### config.mk
export PLATFORM = sky130hd
export DESIGN_NAME = lexicographic_permutation_generator
export DESIGN_NICKNAME = d
export VERILOG_FILES = /design/src/hdl/lpg_pkg.sv /design/src/hdl/lpg_datapath.sv /design/src/hdl/lpg_controller.sv /design/src/hdl/lexicographic_permutation_generator.sv
export SDC_FILE = /design/constraint.sdc
export NUM_CORES = 1
export LEC_CHECK = 0
export BUFFER_PORTS_ARGS = -buffer_cell sky130_fd_sc_hd__buf_2
export CORE_MARGIN = 3
export CORE_UTILIZATION = 50
export CTS_CLUSTER_SIZE = 28
export DETAILED_ROUTE_END_ITERATION = 16
export GPL_ROUTABILITY_DRIVEN = 0
export PLACE_DENSITY = 0.73
export SLEW_MARGIN = 25
export SYNTH_ARGS = -nofsm -noshare
export SYNTH_HDL_FRONTEND = slang
export SYNTH_HIERARCHICAL = 1
export SYNTH_SLANG_ARGS = --single-unit
### constraint.sdc
create_clock -name clk -period 3.36 [get_ports clk]
set_input_delay 0.336 -clock clk [delete_from_list [all_inputs] [get_ports clk]]
set_output_delay 0.336 -clock clk [all_outputs]
set_load 0.02 [all_outputs]
### src/hdl/lpg_pkg.sv
// Shared types, sizes and helper functions for the lexicographic permutation generator.
// No dependencies; every other file in hdl imports this package.
package lpg_pkg;

    // built size and derived widths
    localparam int MAX_POSITIONS = 8;
    localparam int IDX_W         = $clog2(MAX_POSITIONS);
    localparam int CNT_W         = $clog2(MAX_POSITIONS + 1);
    localparam int CFG_W         = 4;
    localparam int SLOT_W        = 3;
    localparam int OUT_SLOTS     = 8;
    localparam int ARR_W         = SLOT_W * OUT_SLOTS;
    localparam int SHOWN         = (MAX_POSITIONS < OUT_SLOTS) ? MAX_POSITIONS : OUT_SLOTS;
    localparam int ROUND_W       = IDX_W;
    localparam int RESET_COUNT   = 8;

    typedef logic [IDX_W-1:0] idx_t;
    typedef logic [CNT_W-1:0] cnt_t;
    typedef logic [ROUND_W-1:0] round_t;

    // commands from controller to datapath
    typedef struct packed {
        logic load_id;
        logic load_out;
        logic cap_pivot;
        logic rd_succ;
        logic cap_pv;
        logic cap_succ;
        logic cap_sv;
        logic swap;
        logic sort_step;
        logic sort_odd;
    } lpg_cmd_t;

    // status from datapath to controller
    typedef struct packed {
        logic last_perm;
    } lpg_stat_t;

    // one element as a 3-bit output slot
    function automatic logic [SLOT_W-1:0] slot_bits(input idx_t v);
        logic [IDX_W+SLOT_W-1:0] ext;
        begin
            ext = {{SLOT_W{1'b0}}, v};
            return ext[SLOT_W-1:0];
        end
    endfunction

    // clamp the raw register value to 1..MAX_POSITIONS
    function automatic cnt_t active_count(input logic [CFG_W-1:0] raw);
        cnt_t n;
        begin
            if (raw == '0)
            begin
                n = cnt_t'(1);
            end
            else if (int'(raw) > MAX_POSITIONS)
            begin
                n = cnt_t'(MAX_POSITIONS);
            end
            else
            begin
                n = cnt_t'(raw);
            end
            return n;
        end
    endfunction

endpackage

### src/hdl/lpg_datapath.sv
// Datapath: arrangement cells, pivot and successor search, swap, tail sort, result register.
// Depends on lpg_pkg; driven by lpg_controller through lpg_cmd_t.
module lpg_datapath
    import lpg_pkg::*;
(
    input  logic                 clk,
    input  logic                 rst_n,
    input  logic                 cfg_we,
    input  logic [CFG_W-1:0]     cfg_wdata,
    input  lpg_cmd_t             cmd,
    output lpg_stat_t            stat,
    output logic [ARR_W-1:0]     arrangement,
    output logic                 final_res
);

    idx_t             store_reg [MAX_POSITIONS];
    idx_t             store_next [MAX_POSITIONS];
    cnt_t             n_reg;
    idx_t             pivot_reg;
    idx_t             succ_reg;
    idx_t             pv_reg;
    idx_t             sv_reg;
    logic [ARR_W-1:0] arr_out_reg;
    logic             final_out_reg;

    idx_t             pivot_enc;
    logic             has_asc;
    idx_t             succ_enc;
    idx_t             rd_addr;
    idx_t             rd_data;
    logic [ARR_W-1:0] packed_arr;

    // packing of the active positions, unused slots zero
    always_comb
    begin
        packed_arr = '0;
        for (int p = 0; p < SHOWN; p++)
        begin
            if (cnt_t'(p) < n_reg)
            begin
                packed_arr[p*SLOT_W +: SLOT_W] = slot_bits(store_reg[p]);
            end
        end
    end

    // rightmost ascent over adjacent cells
    always_comb
    begin
        pivot_enc = '0;
        has_asc   = 1'b0;
        for (int p = 0; p < MAX_POSITIONS - 1; p++)
        begin
            if ((cnt_t'(p + 1) < n_reg) && (store_reg[p] < store_reg[p+1]))
            begin
                pivot_enc = idx_t'(p);
                has_asc   = 1'b1;
            end
        end
    end

    // rightmost cell after the pivot holding a larger value
    always_comb
    begin
        succ_enc = pivot_reg;
        for (int q = 1; q < MAX_POSITIONS; q++)
        begin
            if ((idx_t'(q) > pivot_reg) && (cnt_t'(q) < n_reg) && (store_reg[q] > pv_reg))
            begin
                succ_enc = idx_t'(q);
            end
        end
    end

    // single read port into the cells
    assign rd_addr = cmd.rd_succ ? succ_reg : pivot_reg;
    assign rd_data = store_reg[rd_addr];

    // next cell contents: identity load, swap or one odd-even sort round
    always_comb
    begin
        for (int e = 0; e < MAX_POSITIONS; e++)
        begin
            store_next[e] = store_reg[e];
        end
        if (cfg_we || cmd.load_id)
        begin
            for (int e = 0; e < MAX_POSITIONS; e++)
            begin
                store_next[e] = idx_t'(e);
            end
        end
        else if (cmd.swap)
        begin
            for (int e = 0; e < MAX_POSITIONS; e++)
            begin
                if (idx_t'(e) == pivot_reg)
                begin
                    store_next[e] = sv_reg;
                end
                else if (idx_t'(e) == succ_reg)
                begin
                    store_next[e] = pv_reg;
                end
            end
        end
        else if (cmd.sort_step)
        begin
            for (int i = 0; i < MAX_POSITIONS - 1; i++)
            begin
                if ((i[0] == cmd.sort_odd) && (idx_t'(i) > pivot_reg)
                    && (cnt_t'(i + 1) < n_reg) && (store_reg[i] > store_reg[i+1]))
                begin
                    store_next[i]   = store_reg[i+1];
                    store_next[i+1] = store_reg[i];
                end
            end
        end
    end

    // arrangement cells and active count
    always_ff @(posedge clk or negedge rst_n)
    begin
        if (!rst_n)
        begin
            for (int e = 0; e < MAX_POSITIONS; e++)
            begin
                store_reg[e] <= idx_t'(e);
            end
            n_reg <= active_count(CFG_W'(RESET_COUNT));
        end
        else
        begin
            for (int e = 0; e < MAX_POSITIONS; e++)
            begin
                store_reg[e] <= store_next[e];
            end
            if (cfg_we)
            begin
                n_reg <= active_count(cfg_wdata);
            end
        end
    end

    // search results, operands and result payload
    always_ff @(posedge clk)
    begin
        if (cmd.cap_pivot)
        begin
            pivot_reg <= pivot_enc;
        end
        if (cmd.cap_pv)
        begin
            pv_reg <= rd_data;
        end
        if (cmd.cap_succ)
        begin
            succ_reg <= succ_enc;
        end
        if (cmd.cap_sv)
        begin
            sv_reg <= rd_data;
        end
        if (cmd.load_out)
        begin
            arr_out_reg   <= packed_arr;
            final_out_reg <= !has_asc;
        end
    end

    assign stat.last_perm = !has_asc;
    assign arrangement    = arr_out_reg;
    assign final_res      = final_out_reg;

endmodule

### src/hdl/lpg_controller.sv
// Controller: one-hot sequencer for emit, pivot/successor search, swap and tail sort.
// Depends on lpg_pkg; commands lpg_datapath through lpg_cmd_t.
module lpg_controller
    import lpg_pkg::*;
(
    input  logic      clk,
    input  logic      rst_n,
    input  logic      in_valid,
    output logic      in_ready,
    input  logic      restart,
    output logic      out_valid,
    input  logic      out_ready,
    input  lpg_stat_t stat,
    output lpg_cmd_t  cmd
);

    typedef enum logic [6:0] {
        ST_IDLE  = 7'b0000001,
        ST_EMIT  = 7'b0000010,
        ST_RD_PV = 7'b0000100,
        ST_SUCC  = 7'b0001000,
        ST_RD_SV = 7'b0010000,
        ST_SWAP  = 7'b0100000,
        ST_SORT  = 7'b1000000
    } state_t;

    state_t state_reg;
    state_t state_next;
    round_t round_reg;
    round_t round_next;
    logic   out_valid_reg;
    logic   out_valid_next;
    logic   slot_free;

    assign slot_free = !out_valid_reg || out_ready;
    assign in_ready  = (state_reg == ST_IDLE);
    assign out_valid = out_valid_reg;

    // next state and commands
    always_comb
    begin
        state_next = state_reg;
        round_next = round_reg;
        cmd        = '0;
        unique case (state_reg)
            ST_IDLE:
            begin
                if (in_valid)
                begin
                    cmd.load_id = restart;
                    state_next  = ST_EMIT;
                end
            end
            ST_EMIT:
            begin
                if (slot_free)
                begin
                    cmd.load_out = 1'b1;
                    if (stat.last_perm)
                    begin
                        cmd.load_id = 1'b1;
                        state_next  = ST_IDLE;
                    end
                    else
                    begin
                        cmd.cap_pivot = 1'b1;
                        state_next    = ST_RD_PV;
                    end
                end
            end
            ST_RD_PV:
            begin
                cmd.cap_pv = 1'b1;
                state_next = ST_SUCC;
            end
            ST_SUCC:
            begin
                cmd.cap_succ = 1'b1;
                state_next   = ST_RD_SV;
            end
            ST_RD_SV:
            begin
                cmd.rd_succ = 1'b1;
                cmd.cap_sv  = 1'b1;
                state_next  = ST_SWAP;
            end
            ST_SWAP:
            begin
                cmd.swap   = 1'b1;
                round_next = '0;
                state_next = ST_SORT;
            end
            ST_SORT:
            begin
                cmd.sort_step = 1'b1;
                cmd.sort_odd  = round_reg[0];
                round_next    = round_reg + round_t'(1);
                if (round_reg == round_t'(MAX_POSITIONS - 1))
                begin
                    state_next = ST_IDLE;
                end
            end
            default:
            begin
                state_next = ST_IDLE;
            end
        endcase
    end

    // result valid flag
    always_comb
    begin
        out_valid_next = out_valid_reg;
        if (cmd.load_out)
        begin
            out_valid_next = 1'b1;
        end
        else if (out_ready)
        begin
            out_valid_next = 1'b0;
        end
    end

    // control registers
    always_ff @(posedge clk or negedge rst_n)
    begin
        if (!rst_n)
        begin
            state_reg     <= ST_IDLE;
            round_reg     <= '0;
            out_valid_reg <= 1'b0;
        end
        else
        begin
            state_reg     <= state_next;
            round_reg     <= round_next;
            out_valid_reg <= out_valid_next;
        end
    end

endmodule

### src/hdl/lexicographic_permutation_generator.sv
// Each item (restart or continue) yields the current arrangement of the first positions_used
// positions, 3 bits per position with position 0 in the low bits, and a flag on the last
// (descending) arrangement, then steps to the next permutation in lexicographic order and
// wraps to the identity after the last one. Writing positions_used also reloads the identity.
// One item at a time: the emit state waits for the result register to drain; unless the emitted
// arrangement is the last, the pivot read, successor search, successor read and swap states
// follow, then MAX_POSITIONS rounds of odd-even neighbor swaps that reverse the tail.
// A new item is taken while the previous result still waits.
// Depends on lpg_pkg, lpg_controller and lpg_datapath.
module lexicographic_permutation_generator
    import lpg_pkg::*;
(
    input  logic             clk,
    input  logic             rst_n,
    input  logic             in_valid,
    output logic             in_ready,
    input  logic             restart,
    output logic             out_valid,
    input  logic             out_ready,
    output logic [ARR_W-1:0] arrangement,
    output logic             final_res,
    input  logic             cfg_we,
    input  logic [CFG_W-1:0] cfg_wdata
);

    lpg_cmd_t  cmd;
    lpg_stat_t stat;

    // sequencer
    lpg_controller u_ctrl (
        .clk       (clk),
        .rst_n     (rst_n),
        .in_valid  (in_valid),
        .in_ready  (in_ready),
        .restart   (restart),
        .out_valid (out_valid),
        .out_ready (out_ready),
        .stat      (stat),
        .cmd       (cmd)
    );

    // arrangement cells and result register
    lpg_datapath u_dp (
        .clk         (clk),
        .rst_n       (rst_n),
        .cfg_we      (cfg_we),
        .cfg_wdata   (cfg_wdata),
        .cmd         (cmd),
        .stat        (stat),
        .arrangement (arrangement),
        .final_res   (final_res)
    );

endmodule

==> reports/metrics.json <==
{
  "status": {
    "run_status": "finished clean"
  },
  "logic_synthesis": {
    "ys_async_sr_fraction_pct": 51.32,
    "synthesis.area_um2": 5343,
    "synth_area_per_cell_um2": 10.06,
    "post_syn_nets": 585,
    "yosys.cell_count.top_type": "sky130_fd_sc_hd__nor2_1",
    "postSynthCellCount": 531,
    "synth_seq_cells": 76,
    "synthesis.yosys.warnings": 6,
    "area_share_of_the_leading_cell_type_in_the_synthesized_netlist_pct": 20.80,
    "yosysSeqAreaShare_pct": 39.39,
    "synth_enable_flop_cells": 37,
    "synth_top_cell_by_area": "sky130_fd_sc_hd__edfxtp_1",
    "ys_dominant_reg_cell": "sky130_fd_sc_hd__edfxtp_1",
    "synth.cells.most_frequent": "49 x sky130_fd_sc_hd__nor2_1, 44 x sky130_fd_sc_hd__ha_1, 39 x sky130_fd_sc_hd__nand2_1",
    "synth.area.top_cells": "sky130_fd_sc_hd__edfxtp_1 21%, sky130_fd_sc_hd__dfrtp_1 12%, sky130_fd_sc_hd__ha_1 10%, sky130_fd_sc_hd__dfstp_2 6.9%, sky130_fd_sc_hd__mux2i_1 5.1%",
    "yosys.cell_types.count": 75
  },
  "pwr": {
    "max-vdd-ir-drop_v": 0.0004005,
    "p_leak_nw": 2.711,
    "cellPowerDensity_nw_per_um2": 706.1
  },
  "die": {
    "rows": 37,
    "chipHeight_um": 109.4,
    "io_pins": 37,
    "fp.dieArea_um2": 11960,
    "core-area_um2": 10370,
    "initial_utilization_pct": 51.52,
    "horizontal_die_dimension_um": 109.4
  },
  "critical_path": {
    "worst_path_arrival_time_ps": 3640,
    "path_buf_inv": 2,
    "critical_path_peak_fanout": 11,
    "reg2reg_depth": 13,
    "critical_path.cell_chain": "inv_1 > ha_1 > a21oi_1 > o21a_1 > nor2b_1 > or2_4 > nor4b_4 > a32o_2 > or3_4 > buf_4 > o31ai_4 > a211oi_1 > a21oi_1",
    "critical_path_depth": 13,
    "worst_setup_path_end_kind": "flop",
    "required_time_at_the_endpoint_of_the_critical_path_ps": 3670,
    "cp_slowest_stage_delay_ps": 540,
    "setup.worst_path.start_class": "flop",
    "criticalPathCategory": "flop to flop",
    "most_used_cell_along_the_critical_path": "sky130_fd_sc_hd__a21oi_1",
    "timing.critical_path.slowest_stage_cell": "sky130_fd_sc_hd__dfstp_2",
    "worst-r2r-setup-slack_ps": 30,
    "cpLargestDelayFamily": "compound AO/OA/AOI/OAI gates"
  },
  "grt": {
    "grt_overflow_total": 0,
    "highest_utilization_routing_layer_at_the_global_route_stage": "met2",
    "grt.total_usage_pct": 25.82,
    "grtUsageMet3_pct": 6.400,
    "number_of_global_route_vias_before_repair": 4492,
    "grt_max_degree": 40,
    "use_met1_pct": 32.64,
    "antenna_found_initial": 0,
    "grt_use_met2_pct": 41.24,
    "grt_first_pass_wirelength_mm": 23.03
  },
  "clock_tree": {
    "clock-root-buffer": "sky130_fd_sc_hd__clkbuf_8",
    "ctsLongestPathBuffers": 2,
    "cts_tree": "built",
    "cts.sinks": 76,
    "htree_num_levels": 3,
    "worst_skew_pair.late_latency_ps": 380,
    "cts_inserted_buffers": 9,
    "worst_setup_hold_path_clk_slew_ps": 80
  },
  "drt": {
    "detail_route.vias_per_cell": 6.257,
    "via_count": 4655,
    "detailedRoute.firstIterationViolations": 484,
    "routedWlPerCell_um": 19.94,
    "firstDrtPassIters": 5,
    "route.detailed.drc": 0,
    "wl_mm": 14.84,
    "antenna_violating_nets_post_route": 0
  },
  "sta": {
    "worst_pin_slew_ps": 767.5,
    "timing.fmax_mhz": 300.2,
    "timing_max_transition_violations_final": 0,
    "timing.slew.headroom_pct": 48.83,
    "hold_violations": 0,
    "timing.final.crit_share_pct": 99.14,
    "period_needed_ps": 3331,
    "setup_viol": 0,
    "postLayoutSetupSlackWorst_ps": 29.01,
    "max_clock_skew_ps": 11.93
  },
  "placed_design": {
    "dpl.hpwl_mm": 11.03,
    "placed_cells_incl_taps": 723,
    "preCtsSetupSlack_ps": -110.7,
    "place.port_buffers": 36
  },
  "layout": {
    "final_cell_count_no_fill": 744,
    "area_delta_synth_final_pct": 16.58,
    "number_of_fill_cells_in_the_layout": 852,
    "num_antenna_cells": 0,
    "nets": 657,
    "layout-drive-gt1-share_pct": 27.47
  },
  "flow_run": {
    "maxCapViolations": 0
  },
  "hold_path": {
    "timing.hold.worst_path_depth": 2,
    "min-delay-path-class": "input pin to flop"
  }
}
==> worst reg2reg max path, delay by kind of cell, from the launching register on <==
family                   cells  cell delay, ps
flip-flops                   1             540
AND/OR/NAND/NOR              4             860
AO/OA/AOI/OAI                6            1250
buffers and inverters        2             260
adder cells (fa/ha/maj)      1             330
==> metal layers <==
layer,wire length [um],part of all wire (%),up-vias
met3,1487,10,57
met1,5924,40,2203
met5,0,0,-
met2,6831,46,276
li1,-,-,2119
met4,591,4.0,0
==> where the power goes <==
part	total [mW]	internal (mW)	switching [mW]
clock network	0.773	0.415	0.358
registers	1.53	1.28	0.248
logic	2.10	0.922	1.18
total	4.40	2.61	1.78
==> repair_timing <==
action                     CTS  global route
setup endpoints to repair   23            24
hold buffers                 0             1
resized for setup            9             9
setup buffers                0             3
pin swaps                    1             6
hold endpoints to repair     0             7
==> cells in the final DEF (no fill, tap or decap), drive strengths merged, types with 3 or more instances in the layout <==
cell type | synthesis | layout
o21a | 4 | 4
o31ai | 8 | 8
nor3 | 13 | 13
a211oi | 7 | 7
a21o | 5 | 5
and3 | 4 | 4
and2 | 7 | 7
clkbuf | 7 | 9
nor3b | 7 | 7
mux2 | 10 | 10
o32a | 3 | 3
mux2i | 27 | 27
nor4 | 4 | 4
o21ai | 28 | 28
nand3 | 22 | 22
nand4b | 3 | 3
o22ai | 6 | 6
nor2 | 53 | 53
nand2 | 39 | 39
nor2b | 11 | 11
buf | 12 | 79
nand3b | 9 | 9
a221oi | 8 | 8
a21oi | 31 | 31
edfxtp | 37 | 37
clkinv | 0 | 4
inv | 39 | 39
dfstp | 14 | 14
mux4 | 6 | 6
ha | 44 | 44
a22oi | 3 | 3
dfrtp | 25 | 25
nand2b | 3 | 3
a31oi | 11 | 11
==> worst paths after layout <==
path | from | to
max in group asynchronous | rst_n | u_dp/n_reg[3]
min in group asynchronous | rst_n | u_dp/store_reg[3]
min | out_ready | u_ctrl/out_valid
min reg2reg | u_ctrl/round_reg[0] | u_ctrl/round_reg[0]
max | u_dp/store_reg[5] | u_dp/store_reg[7]
max reg2reg | u_dp/store_reg[5] | u_dp/store_reg[7]
==> logic make-up after synthesis <==
group	Yosys count	synth area share, %
AOI/OAI and AO/OA	125	16.51
xor gates and xnor gates	1	0.1640
adders and majority gates	44	10.30
buffers and inverters	58	4.848
DFF	76	39.39
muxes	43	9.836
and+or+nand+nor	184	18.95
==> final cells by class <==
type / instances / area (um2) / area share, %
well taps: 136 / 170.2 / 2.732
clock buffers: 9 / 123.9 / 1.989
inverters: 39 / 146.4 / 2.350
flip-flops and latches: 76 / 2105 / 33.79
multi-input cells: 397 / 3059 / 49.12
repair buffers: 80 / 533.0 / 8.558
clock inverters: 7 / 91.34 / 1.466
==> through the flow <==
stage | instance area [um2] | setup TNS (ps) | hold slack [ps] | utilization (%) | power, mW
floorplan | 5349 | 0 | 40.41 | - | 2.795
global placement | 5883 | 0 | 487.2 | 56.73 | 3.407
detailed placement | 5883 | -996.9 | 495.8 | 56.73 | 3.499
CTS | 6143 | 0 | 113.0 | 59.24 | 4.314
global route | 6228 | -103.9 | 196.9 | 60.06 | 4.663
finish | 6228 | 0 | 185.1 | 60.06 | 4.398
No activity file was read; power rests on OpenSTA's default activity.
